`config.mk`:
```
export PLATFORM = sky130hd
export DESIGN_NAME = spq_fifo
export DESIGN_NICKNAME = d
export VERILOG_FILES = /design/src/rtl/segmenting_packet_tx_queue_assert.svh /design/src/rtl/spq_fifo.sv
export SDC_FILE = /design/constraint.sdc
export NUM_CORES = 1
export LEC_CHECK = 0
export ABC_AREA = 0
export BUFFER_PORTS_ARGS = -buffer_cell sky130_fd_sc_hd__buf_2
export CAP_MARGIN = 10
export CORE_MARGIN = 4
export CORE_UTILIZATION = 39
export CTS_BUF_LIST = sky130_fd_sc_hd__clkbuf_8
export CTS_CLUSTER_SIZE = 24
export DETAILED_ROUTE_END_ITERATION = 10
export HOLD_SLACK_MARGIN = 0.03
export PLACE_DENSITY_LB_ADDON = 0.08
export SLEW_MARGIN = 20
export SYNTH_ARGS = -nofsm -noshare
export SYNTH_HDL_FRONTEND = slang
export SYNTH_SLANG_ARGS = --single-unit
```
`constraint.sdc`:
```
create_clock -name clk -period 3.2 [get_ports clk]
set_input_delay 0.16 -clock clk [delete_from_list [all_inputs] [get_ports clk]]
set_output_delay 0.16 -clock clk [all_outputs]
set_load 0.05 [all_outputs]
```
`src/rtl/segmenting_packet_tx_queue_assert.svh`:
```
// Assertion macros shared by the segmenting packet transmit queue RTL.
// Define NO_ASSERTIONS to compile them away; no other dependencies.
`ifndef SEGMENTING_PACKET_TX_QUEUE_ASSERT_SVH
`define SEGMENTING_PACKET_TX_QUEUE_ASSERT_SVH
`ifndef NO_ASSERTIONS
// Same-cycle implication.
`define SPQ_ASSERT_IMP(lbl, clk, rst_n, ante, cons, msg) \
	lbl: assert property (@(posedge clk) disable iff (!rst_n) (ante) |-> (cons)) \
		else $error(msg);
// Next-cycle implication.
`define SPQ_ASSERT_NXT(lbl, clk, rst_n, ante, cons, msg) \
	lbl: assert property (@(posedge clk) disable iff (!rst_n) (ante) |=> (cons)) \
		else $error(msg);
`else
`define SPQ_ASSERT_IMP(lbl, clk, rst_n, ante, cons, msg)
`define SPQ_ASSERT_NXT(lbl, clk, rst_n, ante, cons, msg)
`endif
`endif

```
`src/rtl/spq_fifo.sv`:
```
// Small synchronous FIFO in flip-flops, used for the job queue and result queue.
// Depends on nothing but its parameters.
module spq_fifo #(
	parameter int WIDTH = 8,
	parameter int DEPTH = 4,
	localparam int PW  = (DEPTH > 1) ? $clog2(DEPTH) : 1,
	localparam int CNW = $clog2(DEPTH + 1)
) (
	input  logic             clk,
	input  logic             arst_n,
	input  logic             push,
	input  logic [WIDTH-1:0] wdata,
	output logic             full,
	input  logic             pop,
	output logic [WIDTH-1:0] rdata,
	output logic             empty,
	output logic [CNW-1:0]   count
);

	logic [WIDTH-1:0] mem_q [DEPTH];
	logic [PW-1:0]    wr_ptr_q, rd_ptr_q;
	logic [CNW-1:0]   count_q;
	logic             do_push, do_pop;

	assign full    = (count_q == CNW'(DEPTH));
	assign empty   = (count_q == '0);
	assign count   = count_q;
	assign rdata   = mem_q[rd_ptr_q];
	assign do_push = push && !full;
	assign do_pop  = pop && !empty;

	always_ff @(posedge clk) begin
		if (do_push) begin
			mem_q[wr_ptr_q] <= wdata;
		end
	end

	always_ff @(posedge clk or negedge arst_n) begin
		if (!arst_n) begin
			wr_ptr_q <= '0;
			rd_ptr_q <= '0;
			count_q  <= '0;
		end else begin
			if (do_push) begin
				wr_ptr_q <= (wr_ptr_q == PW'(DEPTH - 1)) ? '0 : wr_ptr_q + 1'b1;
			end
			if (do_pop) begin
				rd_ptr_q <= (rd_ptr_q == PW'(DEPTH - 1)) ? '0 : rd_ptr_q + 1'b1;
			end
			if (do_push && !do_pop) begin
				count_q <= count_q + 1'b1;
			end else if (do_pop && !do_push) begin
				count_q <= count_q - 1'b1;
			end
		end
	end

endmodule

```
==> impl_results.md <==
* Post-DRT Antenna Nets at 0
* Synth Area in Simple Gates at 5.41%
* Worst setup EP type: flip-flop
* Synth Net Count at 98
* FF+latch count, synth at 39
* Antenna cells at 0
* Inst Count DP at 150
* Compound-gate portion of the synthesized area at 0%
* Crit path required time at roughly 3400 ps
* Crit share post-route at approximately 63%
* WL/cell at 16.4 um
* Post-synthesis xor/xnor area fraction at 1.62%
* Worst slew pin tran at between 600 and 700 ps
* CP Max Fanout at 7
* Adder-Cell Fraction of Synth Area at 5.87%
* CP Launch Type: flip-flop
* Setup_tns at 0 ps
* Die Y at ~72 um
* Normalized max-slew margin at 58.4%
* Non-filler cells, final at about 160
* CTS max path bufs at 2
* Root Buffer: clkbuf_8
* RSZ-0062 raised after global routing: no
* Layout cells sized above 1 at 46.8%
* GP Congestion at about 0.76
* Iter 0 DRT Violations at 89
* Run status: finished, final reports clean
* Hold WS at about 87 ps
* Io pins at 25
* Final Slew Violations at 0
* Final WL at approximately 2.6 mm
* FF-to-FF setup slack at 1170 ps
* # DRC at 0
* Final count of hold timing violations at 0
* Largest family of logic cells by synthesized area: multiplexers
* Synthesized netlist cell count at just under 80
* Worst min path class: in2reg
* # H-tree levels at 2
* Multiplexer share of the synthesized area at approximately 15%
* GR Overflow Total at 0
* Mapped Area at around 0.0016 sq mm
* F_max at slightly below 500 MHz
* Yosys warns at 0
* Vias in the first global route at around 840
* Via-to-Cell Ratio at about 4.8
* Core Area at 0.00400 sq mm
* Clock slew at reported path FFs at 70 ps
* Skew final at between 2 and 3 ps
* Clk sink count at 39
* Nets at roughly 130
* Die area at 0.00525 sq mm
* Starting Density at ~41%
* CTS tree: built
* Max-cap violations at 0
* Area grow syn2layout at 16.0%
* Initial antenna violation count at 0
* DP HPWL at between 1.5 and 2 mm
* Syn avg cell area at just over 20 sq um
* CTS Buf Count at 5
* Final setup fails at 0
* DIE WIDTH at 72.5 um
* Part of the Yosys area used for sequential elements at a little over two thirds
* Netlist cell types at 19
* Crit path time final at approximately 2000 ps
* Port buffer count at 24
* Setup CP Type: reg2reg
* Rows at 23
* First-pass GRT wire length at 4.33 mm
* Worst endpoint data arrival time at roughly 2200 ps
* GRT Util Overall at 11.6%
* Largest net degree at the start of global routing at 12
* Worst-Skew Late Latency at roughly 280 ps
* Via count at 759
* Detailed Routing Iterations Pass 1 at 3
* Post-CTS Resized at 0
==> routing by layer <==
layer	up-vias	GRT usage, %	share of wire (%)
li1	358	-	-
met1	378	14.4	43
met2	17	18.0	50
met4	0	4.30	1.7
met3	6	4.99	5.7
met5	-	0	0
==> final cells by class <==
| cell class | count | area, sq um |
|---|---|---|
| clock buffer | 5 | 68.8 |
| clock inverter | 3 | 12.5 |
| fill | 364 | 2120 |
| inverter | 3 | 11.3 |
| multi-input combinational | 34 | 458 |
| sequential | 39 | 1140 |
| tap | 50 | 62.6 |
| timing repair buffer | 25 | 130 |
==> through the flow <==
| stage | utilization, % | instance area, sq um | setup slack (ps) |
|---|---|---|---|
| after detailed placement | 44.7 | 1790 | 1160 |
| final | 47.0 | 1880 | 1170 |
| after global placement | 44.7 | 1790 | 1230 |
| after floorplan | - | 1630 | 463 |
| after CTS | 47.0 | 1880 | 1150 |
| after global routing | 47.0 | 1880 | 1000 |
==> worst max-delay path, stage by stage (launching register included) <==
cell and delay (ps):
dfrtp_1 420, nor3b_4 170, nor2b_2 290, ha_1 240
inv_1 60, fa_1 370, xor2_1 150, nor2_1 100
xor2_1 150
==> layout by cell type, fill, tap and decap left out, drive strengths merged <==
cell type,Yosys,layout
mux4,8,8
fa,1,1
edfxtp,32,32
nor2b,1,1
dfrtp,7,7
xnor2,1,1
nor3b,1,1
clkbuf,0,5
buf,3,24
mux2,5,5
nand2b,1,1
ha,6,6
clkinv,0,1
nor3,1,1
and2,4,4
nor2,3,3
inv,3,5
dlygate4sd3,0,1
xor2,2,2
==> cells in the mapped netlist (all sizes together) <==
cell type	count	area share [%]
edfxtp	32	59
mux4	8	11
dfrtp	7	11
ha	6	4.6
mux2	5	3.9
and2	4	1.9
buf	3	1.2
inv	3	0.69
nor2	3	0.69
xor2	2	1.1
fa	1	1.2
nand2b	1	0.85
nor2b	1	0.54
nor3	1	0.31
nor3b	1	1.2
xnor2	1	0.54
==> timing repair <==
item / in CTS / in global routing
setup buffers: 0 / 0
hold endpoints to repair: 7 / 0
endpoints found under the setup margin: 0 / 0
hold buffers: 1 / 0
==> kinds of logic after synthesis <==
kind of cell / Yosys count
and+or+nand+nor: 11
adders and majority gates: 7
muxes: 13
buffers and inverters: 6
xor gates and xnor gates: 3
DFF: 39
==> path summary, 6_finish.rpt <==
path                                      start                       to  depth (start not counted)
max in group asynchronous                arst_n  rd_ptr_q[1]$_DFFE_PN0P_                          2
setup / recovery           count[2]$_DFFE_PN0P_     count[2]$_DFFE_PN0P_                          8
setup reg to reg           count[2]$_DFFE_PN0P_     count[2]$_DFFE_PN0P_                          8
min in group asynchronous                arst_n  wr_ptr_q[0]$_DFFE_PN0P_                          2
hold / removal                         wdata[7]    mem_q[3][7]$_DFFE_PP_                          1
hold reg to reg            count[2]$_DFFE_PN0P_     count[2]$_DFFE_PN0P_                          1
==> sequential cells by signal, summed over array words and instances (netlist names) <==
| name | count |
|---|---|
| mem_q | 32 |
| rd_ptr_q | 2 |
| wr_ptr_q | 2 |
| count | 3 |
Power is left out: the tool's default activity adds up to more than one toggle a clock period on the data nets, which glitch-free logic cannot reach.
