[src/rtl/segmenting_packet_tx_queue_assert.svh]
// Assertion macros shared by the segmenting packet transmit queue RTL.
// Define NO_ASSERTIONS to compile them away; no other dependencies.
`ifndef SEGMENTING_PACKET_TX_QUEUE_ASSERT_SVH
`define SEGMENTING_PACKET_TX_QUEUE_ASSERT_SVH
`ifndef NO_ASSERTIONS
// Same-cycle implication.
`define SPQ_ASSERT_IMP(lbl, clk, rst_n, ante, cons, msg) \
	lbl: assert property (@(posedge clk) disable iff (!rst_n) (ante) |-> (cons)) \
		else $error(msg);
// Next-cycle implication.
`define SPQ_ASSERT_NXT(lbl, clk, rst_n, ante, cons, msg) \
	lbl: assert property (@(posedge clk) disable iff (!rst_n) (ante) |=> (cons)) \
		else $error(msg);
`else
`define SPQ_ASSERT_IMP(lbl, clk, rst_n, ante, cons, msg)
`define SPQ_ASSERT_NXT(lbl, clk, rst_n, ante, cons, msg)
`endif
`endif

[src/rtl/spq_pkg.sv]
// Package for the segmenting packet transmit queue: constants, codes and types.
// No dependencies; imported by the top level, the front and the back.
package spq_pkg;

	localparam int SLOT_COUNT_DEF  = 4;
	localparam int SLOT_BYTES_DEF  = 256;
	localparam int CHUNK_CAP_DEF   = 64;
	localparam int MTU_OVERHEAD    = 3;
	localparam int SHORT_MTU_CHUNK = 20;
	localparam logic [6:0] MTU_RESET = 7'd23;
	localparam int JOB_DEPTH = 4;
	localparam int OUT_DEPTH = 4;

	typedef enum logic [1:0] {
		FN_BYTE       = 2'd0,
		FN_SEND       = 2'd1,
		FN_CONNECT    = 2'd2,
		FN_DISCONNECT = 2'd3
	} func_t;

	typedef enum logic [2:0] {
		ST_QUEUED    = 3'd0,
		ST_TOO_LONG  = 3'd1,
		ST_NO_LINK   = 3'd2,
		ST_DISCARDED = 3'd3,
		ST_BUSY      = 3'd4,
		ST_EMPTY     = 3'd5
	} status_t;

	typedef enum logic {
		BK_IDLE   = 1'b0,
		BK_STREAM = 1'b1
	} back_state_t;

	// Control part of a job handed from the front to the back.
	typedef struct packed {
		logic    is_chunk;
		status_t status;
		logic    wants;
	} job_ctl_t;

	// One result item.
	typedef struct packed {
		logic       kind;
		logic [7:0] chunk_byte;
		logic       chunk_last;
		status_t    status_code;
		logic       wants_send;
	} res_t;

endpackage

[src/rtl/spq_front.sv]
// Front part: accepts input items, keeps the ring pointers and slot lengths,
// writes packet bytes and issues status or chunk jobs. Uses spq_pkg.
module spq_front import spq_pkg::*; #(
	parameter int SLOT_COUNT = SLOT_COUNT_DEF,
	parameter int SLOT_BYTES = SLOT_BYTES_DEF,
	parameter int CHUNK_CAP  = CHUNK_CAP_DEF,
	localparam int AW = $clog2(SLOT_COUNT * SLOT_BYTES),
	localparam int CW = $clog2(CHUNK_CAP + 1)
) (
	input  logic          clk,
	input  logic          arst_n,
	input  logic          push,
	output logic          full,
	input  func_t         func,
	input  logic [7:0]    data_byte,
	input  logic          last_byte,
	input  logic          link_accepts,
	input  logic          cfg_valid,
	output logic          cfg_ready,
	input  logic [6:0]    cfg_data,
	input  logic          job_full,
	input  logic          outstanding,
	output logic          job_push,
	output job_ctl_t      job_ctl,
	output logic [AW-1:0] job_addr,
	output logic [CW-1:0] job_n,
	output logic          mem_we,
	output logic [AW-1:0] mem_waddr,
	output logic [7:0]    mem_wdata
);

	localparam int SW   = $clog2(SLOT_COUNT);
	localparam int LENW = $clog2(SLOT_BYTES + 1);
	localparam int CNTW = $clog2(SLOT_BYTES + 2);
	localparam int NW   = (LENW > CW) ? LENW : CW;

	logic [6:0]      mtu_q, mtu_d;
	logic            link_up_q, link_up_d;
	logic            active_q, active_d;
	logic            drain_q, drain_d, drain_set;
	logic [SW-1:0]   write_slot_q, write_slot_d;
	logic [SW-1:0]   send_slot_q, send_slot_d;
	logic [LENW-1:0] offset_q, offset_d;
	logic [CNTW-1:0] cnt_q, cnt_d, cnt_inc;
	logic [LENW-1:0] len_q [SLOT_COUNT];
	logic            len_we;

	logic            accept, ring_empty;
	logic [LENW-1:0] len_cur, remaining;
	logic [6:0]      mtu_m3;
	logic [CW-1:0]   limit;
	logic [NW-1:0]   n_w;
	logic [NW:0]     off_sum;
	logic [SW-1:0]   wr_next, sd_next;

	function automatic logic [SW-1:0] slot_next(input logic [SW-1:0] s);
		return (s == SW'(SLOT_COUNT - 1)) ? '0 : s + 1'b1;
	endfunction

	assign cfg_ready = 1'b1;
	assign full      = job_full || (drain_q && outstanding);
	assign accept    = push && !full;

	// Byte store write port: only the first SLOT_BYTES bytes land.
	assign mem_we    = accept && (func == FN_BYTE) && (cnt_q < CNTW'(SLOT_BYTES));
	assign mem_waddr = AW'(write_slot_q) * AW'(SLOT_BYTES) + AW'(cnt_q);
	assign mem_wdata = data_byte;

	assign cnt_inc    = (cnt_q <= CNTW'(SLOT_BYTES)) ? cnt_q + 1'b1 : cnt_q;
	assign len_cur    = len_q[send_slot_q];
	assign remaining  = len_cur - offset_q;
	assign mtu_m3     = mtu_q - 7'(MTU_OVERHEAD);
	assign limit      = (mtu_q < 7'(MTU_OVERHEAD)) ? CW'(SHORT_MTU_CHUNK) :
		((mtu_m3 > 7'(CHUNK_CAP)) ? CW'(CHUNK_CAP) : CW'(mtu_m3));
	assign n_w        = (NW'(remaining) < NW'(limit)) ? NW'(remaining) : NW'(limit);
	assign off_sum    = (NW + 1)'(offset_q) + (NW + 1)'(n_w);
	assign ring_empty = (send_slot_q == write_slot_q);
	assign wr_next    = slot_next(write_slot_q);
	assign sd_next    = slot_next(send_slot_q);

	always_comb begin
		mtu_d        = cfg_valid ? cfg_data : mtu_q;
		link_up_d    = link_up_q;
		active_d     = active_q;
		write_slot_d = write_slot_q;
		send_slot_d  = send_slot_q;
		offset_d     = offset_q;
		cnt_d        = cnt_q;
		len_we       = 1'b0;
		drain_set    = 1'b0;
		job_push     = 1'b0;
		job_ctl      = '{is_chunk: 1'b0, status: ST_QUEUED, wants: 1'b0};
		job_addr     = '0;
		job_n        = '0;
		if (accept) begin
			case (func)
				FN_BYTE: begin
					if (last_byte) begin
						cnt_d    = '0;
						job_push = 1'b1;
						if (!link_up_q) begin
							job_ctl.status = ST_NO_LINK;
							job_ctl.wants  = active_q;
						end else if (cnt_inc > CNTW'(SLOT_BYTES)) begin
							job_ctl.status = ST_TOO_LONG;
							job_ctl.wants  = active_q;
						end else begin
							job_ctl.status = ST_QUEUED;
							if (wr_next == send_slot_q) begin
								// ring full: drop the oldest packet
								send_slot_d    = sd_next;
								offset_d       = '0;
								job_ctl.status = ST_DISCARDED;
							end
							len_we        = 1'b1;
							write_slot_d  = wr_next;
							active_d      = 1'b1;
							job_ctl.wants = 1'b1;
							drain_set     = 1'b1;
						end
					end else begin
						cnt_d = cnt_inc;
					end
				end
				FN_SEND: begin
					job_push = 1'b1;
					if (ring_empty) begin
						active_d       = 1'b0;
						offset_d       = '0;
						job_ctl.status = ST_EMPTY;
						job_ctl.wants  = 1'b0;
					end else if (!link_accepts || (n_w == '0)) begin
						job_ctl.status = ST_BUSY;
						job_ctl.wants  = 1'b1;
					end else begin
						job_ctl.is_chunk = 1'b1;
						job_addr = AW'(send_slot_q) * AW'(SLOT_BYTES) + AW'(offset_q);
						job_n    = CW'(n_w);
						job_ctl.wants = active_q;
						if (off_sum >= (NW + 1)'(len_cur)) begin
							// packet done: advance to the next slot
							send_slot_d = sd_next;
							offset_d    = '0;
							if (sd_next == write_slot_q) begin
								active_d      = 1'b0;
								job_ctl.wants = 1'b0;
							end
						end else begin
							offset_d = LENW'(off_sum);
						end
					end
				end
				FN_CONNECT: begin
					link_up_d    = 1'b1;
					active_d     = 1'b0;
					write_slot_d = '0;
					send_slot_d  = '0;
					offset_d     = '0;
					cnt_d        = '0;
					drain_set    = 1'b1;
				end
				default: begin
					link_up_d    = 1'b0;
					active_d     = 1'b0;
					write_slot_d = '0;
					send_slot_d  = '0;
					offset_d     = '0;
					cnt_d        = '0;
					drain_set    = 1'b1;
				end
			endcase
		end
		drain_d = drain_set || (drain_q && outstanding);
	end

	always_ff @(posedge clk) begin
		if (len_we) begin
			len_q[write_slot_q] <= LENW'(cnt_inc);
		end
	end

	always_ff @(posedge clk or negedge arst_n) begin
		if (!arst_n) begin
			mtu_q        <= MTU_RESET;
			link_up_q    <= 1'b0;
			active_q     <= 1'b0;
			drain_q      <= 1'b0;
			write_slot_q <= '0;
			send_slot_q  <= '0;
			offset_q     <= '0;
			cnt_q        <= '0;
		end else begin
			mtu_q        <= mtu_d;
			link_up_q    <= link_up_d;
			active_q     <= active_d;
			drain_q      <= drain_d;
			write_slot_q <= write_slot_d;
			send_slot_q  <= send_slot_d;
			offset_q     <= offset_d;
			cnt_q        <= cnt_d;
		end
	end

endmodule

[config.mk]
export PLATFORM = sky130hd
export DESIGN_NAME = spq_front
export DESIGN_NICKNAME = d
export VERILOG_FILES = /design/src/rtl/segmenting_packet_tx_queue_assert.svh /design/src/rtl/spq_pkg.sv /design/src/rtl/spq_front.sv
export SDC_FILE = /design/constraint.sdc
export NUM_CORES = 1
export LEC_CHECK = 0
export ABC_AREA = 1
export CAP_MARGIN = 20
export CORE_UTILIZATION = 65
export DETAILED_ROUTE_END_ITERATION = 10
export DONT_BUFFER_PORTS = 1
export GPL_ROUTABILITY_DRIVEN = 0
export PLACE_DENSITY = 0.81
export SYNTH_ARGS = -nofsm -noshare
export SYNTH_HDL_FRONTEND = slang
export SYNTH_SLANG_ARGS = --single-unit
[constraint.sdc]
create_clock -name clk -period 9.9 [get_ports clk]
set_input_delay 1.98 -clock clk [delete_from_list [all_inputs] [get_ports clk]]
set_output_delay 1.98 -clock clk [all_outputs]
set_load 0.01 [all_outputs]
==> results.md <==
Setup path:
- In this design, the critical path's most frequently occurring cell is sky130_fd_sc_hd__nand2_1.
- At the worst endpoint, the arrival time is 6670 ps.
- The worst setup path is captured at an output port.
- The standard cell with the maximum stage delay on the critical path is sky130_fd_sc_hd__fa_1.
- Data on the critical path is required at its endpoint by 7920 ps.
- The number of cells on the worst reg-to-reg path is 38.
- The type of element launching the critical path is a flop.
- For this run, the slowest stage of the critical path takes 410 ps.
- The worst-case register-to-register setup slack is 3430 ps.
- The beginning of the worst register-to-register path is send_slot_q[0].
- The critical-path maximum fanout is 24.
- The end of the worst register-to-register path is offset_q[5].
- The worst setup path is of the reg -> out kind.

Cells and area:
- The number of fill cells is 618.
- The growth of design area from synthesis to finish is 2.66%.
- The post-route standard cell area excluding fillers is 5260 um2.
- The antenna diode count is 0.
- The layout net count is 728.
- The final design utilization is 0.706.
- The layout cell share with drive strength beyond 1 is 0.0711.

Global routing:
- Across every metal layer, demand over resource in global routing totals 0.281.
- The first global-routing pass estimated 18400 um of wire.
- The pin count of the biggest net entering global routing is 33.
- The overflow left after global routing is 0.
- The number of antenna violations at the first check in global routing is 0.
- The number of global-route vias before repair is 4099.

Place:
- The instance area at placement is 5080 um2.
- The number of buffer cells added on primary ports is 0.
- The HPWL after detailed placement is 8470 um.
- The worst setup slack after placement is 1680 ps.

Floorplan:
- Pin placement for this block handled 69 I/O pins.
- The total area inside the core boundary comes to 7450 um2.
- The die boundary height is 90.8 um.
- The die outline area is 8240 um2.
- For this configuration, the core starts out at a cell density of 0.687.
- The chip width is 90.8 um.
- In this run the core area contains 31 standard-cell rows.

Clocking:
- The cell sitting at the root of the clock tree is a sky130_fd_sc_hd__clkbuf_8.
- The clock transition at the registers of the reported paths is 70 ps.
- The total clock buffers created by CTS is 9.
- The total number of clock tree sinks is 68.
- The maximum number of buffers from clock root to sink is 2.
- The CTS tree is built.
- Post-CTS repair changed the size of 0 cells.
- The deepest level of the CTS H-tree is 3.
- The clock latency on the worst-skew pair is 350 ps.
- For this design, the CTS-stage hold fixing added 0 buffers.
- Post-CTS timing repair inserted 0 buffers for setup.

Logic synthesis:
- The average size of a mapped cell is 7.66 um2.
- After synthesis, the share of cell area in mux cells is 0.00855.
- The cell count after synthesis is 668.
- The share of the Yosys chip area taken by registers is 0.369.
- The simple-gate share of the synthesized area is 0.259.
- The number of distinct library cell variants in the gate-level netlist after synthesis is 46.
- Yosys mapped a number of flops with a built-in enable equal to 36.
- The most common flop cell mapped by yosys is sky130_fd_sc_hd__edfxtp_1.
- The compound-cell area share of the yosys netlist is 0.0951.
- The share of synthesized registers carrying an async set or reset is 0.471.
- The synthesized-area fraction occupied by adder cells is 0.118.
- In this run, synthesis produced a sequential element count of 68.
- The largest family of logic cells by synthesized area is simple AND/OR/NAND/NOR gates.
- The mapped netlist covers 5120 um2.
- For this run, the number of Yosys warnings is 0.
- The xor and xnor fraction of the mapped netlist area is 0.0325.

STA:
- The maximum clock frequency is 116 MHz.
- The final worst-path cycle share is 0.873.
- The count of final max-slew check failures came to 0.
- The final count of negative-setup-slack endpoints is 0.
- Measured against its own limit, the worst slew margin works out to 0.431.
- The worst path needs 8650 ps of the cycle, external delays included.
- Setup repair after global routing left no endpoint under its margin.
- The tightest hold path in the finished design has a slack of 510 ps.
- The total count of hold-check failures in the final report is 0.
- The final worst slack is 1250 ps.
- Adding up every negative setup slack in the final design gives 0 ps.
- The clock arrives with 13.8 ps of skew.
- At the pin with the least slew margin, the transition time is 850 ps.

Min path:
- For hold timing, the worst endpoint is active_q.
- The worst hold path belongs to the class reg -> reg.
- The hold path startpoint is active_q.
- The worst hold path stage count is 2.

Run:
- Across the run, the number of max-cap violations was 0.

Route:
- The per-cell routed wire length is 14.3 um.
- The number of detailed-routing iterations run before antenna repair is 5.
- The post-detailed-routing wire length is 10900 um.
- The count of unresolved DRC violations after routing is 0.
- The count of vias placed by the detailed router is 4255.
- The DRC marker count from the first detailed-route iteration is 247.
- In this run the remaining antenna-violating nets after routing total 0.
- After detailed routing, the number of vias per cell comes to 5.60.

Pwr:
- Of the total power, the share spent switching nets is 0.502.
- The analysis attributes to cell leakage a power of 2.67 nW.
- The internal power of the cells is 781 uW.
- For this design the ratio of total power to cell area is 298 nW/um2.
- The share of total power dissipated in sequential elements is 0.220.
- The share of total power in combinational logic is 0.648.
- The share of total power dissipated in the clock network is 0.131.
- For this design the total switching power over the nets is 786 uW.
- The maximum ir drop on the vdd rail is 138 uV.

Status:
- The flow ran to the end, and the final reports show no timing, DRC or antenna violations.
-- logic make-up after synthesis --
family | after synthesis
AO/OA/AOI/OAI | 80
XOR/XNOR | 19
adder cells (fa/ha/maj) | 47
buffers and inverters | 138
flip-flops | 68
multiplexers | 4
other | 2
AND/OR/NAND/NOR | 310
-- stage by stage --
step	cells	power, mW
6_report	760	1.57
5_1_grt	760	1.73
4_1_cts	760	1.56
3_5_place_dp	744	1.35
3_3_place_gp	744	1.30
2_1_floorplan	669	1.14
-- area by class of cell --
type | instances | area, um2 | area share
inverter | 113 | 424 | 0.0807
clock buffer | 10 | 138 | 0.0262
sequential | 68 | 1890 | 0.359
clock inverter | 6 | 40.0 | 0.00762
timing repair buffer | 1 | 7.51 | 0.00143
multi-input combinational | 463 | 2640 | 0.502
tap | 99 | 124 | 0.0236
-- flip-flops by register name (all words and copies together), names as in the netlist --
register / count
offset_q: 9
link_up_q: 1
active_q: 1
len_q: 36
mtu_q: 7
send_slot_q: 2
write_slot_q: 2
cnt_q: 9
drain_q: 1
-- Yosys cell counts (2+ instances only) --
cell type,n,area share
sky130_fd_sc_hd__xnor2_1,4,0.0068
sky130_fd_sc_hd__dfrtp_1,28,0.14
sky130_fd_sc_hd__conb_1,2,0.0015
sky130_fd_sc_hd__inv_1,110,0.081
sky130_fd_sc_hd__a21oi_1,29,0.028
sky130_fd_sc_hd__clkbuf_1,5,0.0037
sky130_fd_sc_hd__nand3_2,2,0.0039
sky130_fd_sc_hd__nand4_1,3,0.0037
sky130_fd_sc_hd__o22ai_1,7,0.0086
sky130_fd_sc_hd__nand2_1,165,0.12
sky130_fd_sc_hd__o21ai_0,22,0.022
sky130_fd_sc_hd__buf_4,18,0.026
sky130_fd_sc_hd__dfstp_2,4,0.021
sky130_fd_sc_hd__edfxtp_1,36,0.21
sky130_fd_sc_hd__nand3_1,47,0.046
sky130_fd_sc_hd__a32oi_1,8,0.014
sky130_fd_sc_hd__o21a_1,2,0.0029
sky130_fd_sc_hd__buf_6,2,0.0044
sky130_fd_sc_hd__a31o_2,2,0.0034
sky130_fd_sc_hd__or2_2,2,0.0024
sky130_fd_sc_hd__inv_2,3,0.0022
sky130_fd_sc_hd__o21bai_1,2,0.0029
sky130_fd_sc_hd__mux2_2,3,0.0066
sky130_fd_sc_hd__xor2_1,15,0.026
sky130_fd_sc_hd__nand3b_1,2,0.0029
sky130_fd_sc_hd__ha_1,45,0.11
sky130_fd_sc_hd__nor2_1,67,0.049
sky130_fd_sc_hd__nor3_1,9,0.0088
sky130_fd_sc_hd__nand2_2,6,0.0073
sky130_fd_sc_hd__fa_1,2,0.0078
-- per-layer routing --
metal  routed length, um  GRT usage  vias up
li1                    -          -     2120
met3                 568     0.0513       33
met2                5270      0.490      144
met4                 321      0.112        0
met1                4700      0.343     1958
met5                   0          0        -
-- cell usage in the layout (no fill, tap or decap), types with 2 or more instances in the layout --
cell | Yosys | routed
sky130_fd_sc_hd__nand2_1 | 165 | 165
sky130_fd_sc_hd__inv_1 | 110 | 110
sky130_fd_sc_hd__nor2_1 | 67 | 67
sky130_fd_sc_hd__nand3_1 | 47 | 47
sky130_fd_sc_hd__ha_1 | 45 | 45
sky130_fd_sc_hd__edfxtp_1 | 36 | 36
sky130_fd_sc_hd__a21oi_1 | 29 | 29
sky130_fd_sc_hd__dfrtp_1 | 28 | 28
sky130_fd_sc_hd__o21ai_0 | 22 | 22
sky130_fd_sc_hd__xor2_1 | 15 | 15
sky130_fd_sc_hd__clkbuf_8 | 0 | 10
sky130_fd_sc_hd__nor3_1 | 9 | 9
sky130_fd_sc_hd__a32oi_1 | 8 | 8
sky130_fd_sc_hd__o22ai_1 | 7 | 7
sky130_fd_sc_hd__nand2_2 | 6 | 6
sky130_fd_sc_hd__xnor2_1 | 4 | 4
sky130_fd_sc_hd__dfstp_2 | 4 | 4
sky130_fd_sc_hd__mux2_2 | 3 | 3
sky130_fd_sc_hd__nand4_1 | 3 | 3
sky130_fd_sc_hd__inv_2 | 3 | 3
sky130_fd_sc_hd__conb_1 | 2 | 3
sky130_fd_sc_hd__clkinv_2 | 0 | 3
sky130_fd_sc_hd__or2_2 | 2 | 2
sky130_fd_sc_hd__o21a_1 | 2 | 2
sky130_fd_sc_hd__o21bai_1 | 2 | 2
sky130_fd_sc_hd__nand3_2 | 2 | 2
sky130_fd_sc_hd__a31o_2 | 2 | 2
sky130_fd_sc_hd__nand3b_1 | 2 | 2
sky130_fd_sc_hd__fa_1 | 2 | 2
sky130_fd_sc_hd__clkinv_4 | 0 | 2
-- power by group through the flow --
stage          logic, mW  registers [mW]  clock network [mW]
2_1_floorplan      0.800           0.343                   0
3_3_place_gp       0.949           0.349                   0
3_5_place_dp       0.999           0.351                   0
4_1_cts             1.00           0.345               0.206
5_1_grt             1.16           0.348               0.218
6_report            1.02           0.345               0.205
-- worst max-delay path by stage --
stage	from	end	cells after the start
after floorplan	send_slot_q[0]	job_ctl[0]	39
after global placement	send_slot_q[0]	job_ctl[0]	39
after detailed placement	send_slot_q[0]	job_ctl[0]	39
after CTS	send_slot_q[0]	job_ctl[0]	39
after global routing	send_slot_q[0]	job_ctl[0]	39
final	send_slot_q[0]	job_ctl[0]	39
-- worst max-delay path, delay by kind of cell (launching register included) --
kind / cells / cell delay [ps]
AOI/OAI and AO/OA: 12 / 1800
adders and majority gates: 6 / 1670
and+or+nand+nor: 11 / 1180
buffers and inverters: 8 / 890
xor gates and xnor gates: 2 / 440
DFF: 1 / 340
Power figures use the tool's default switching activity.
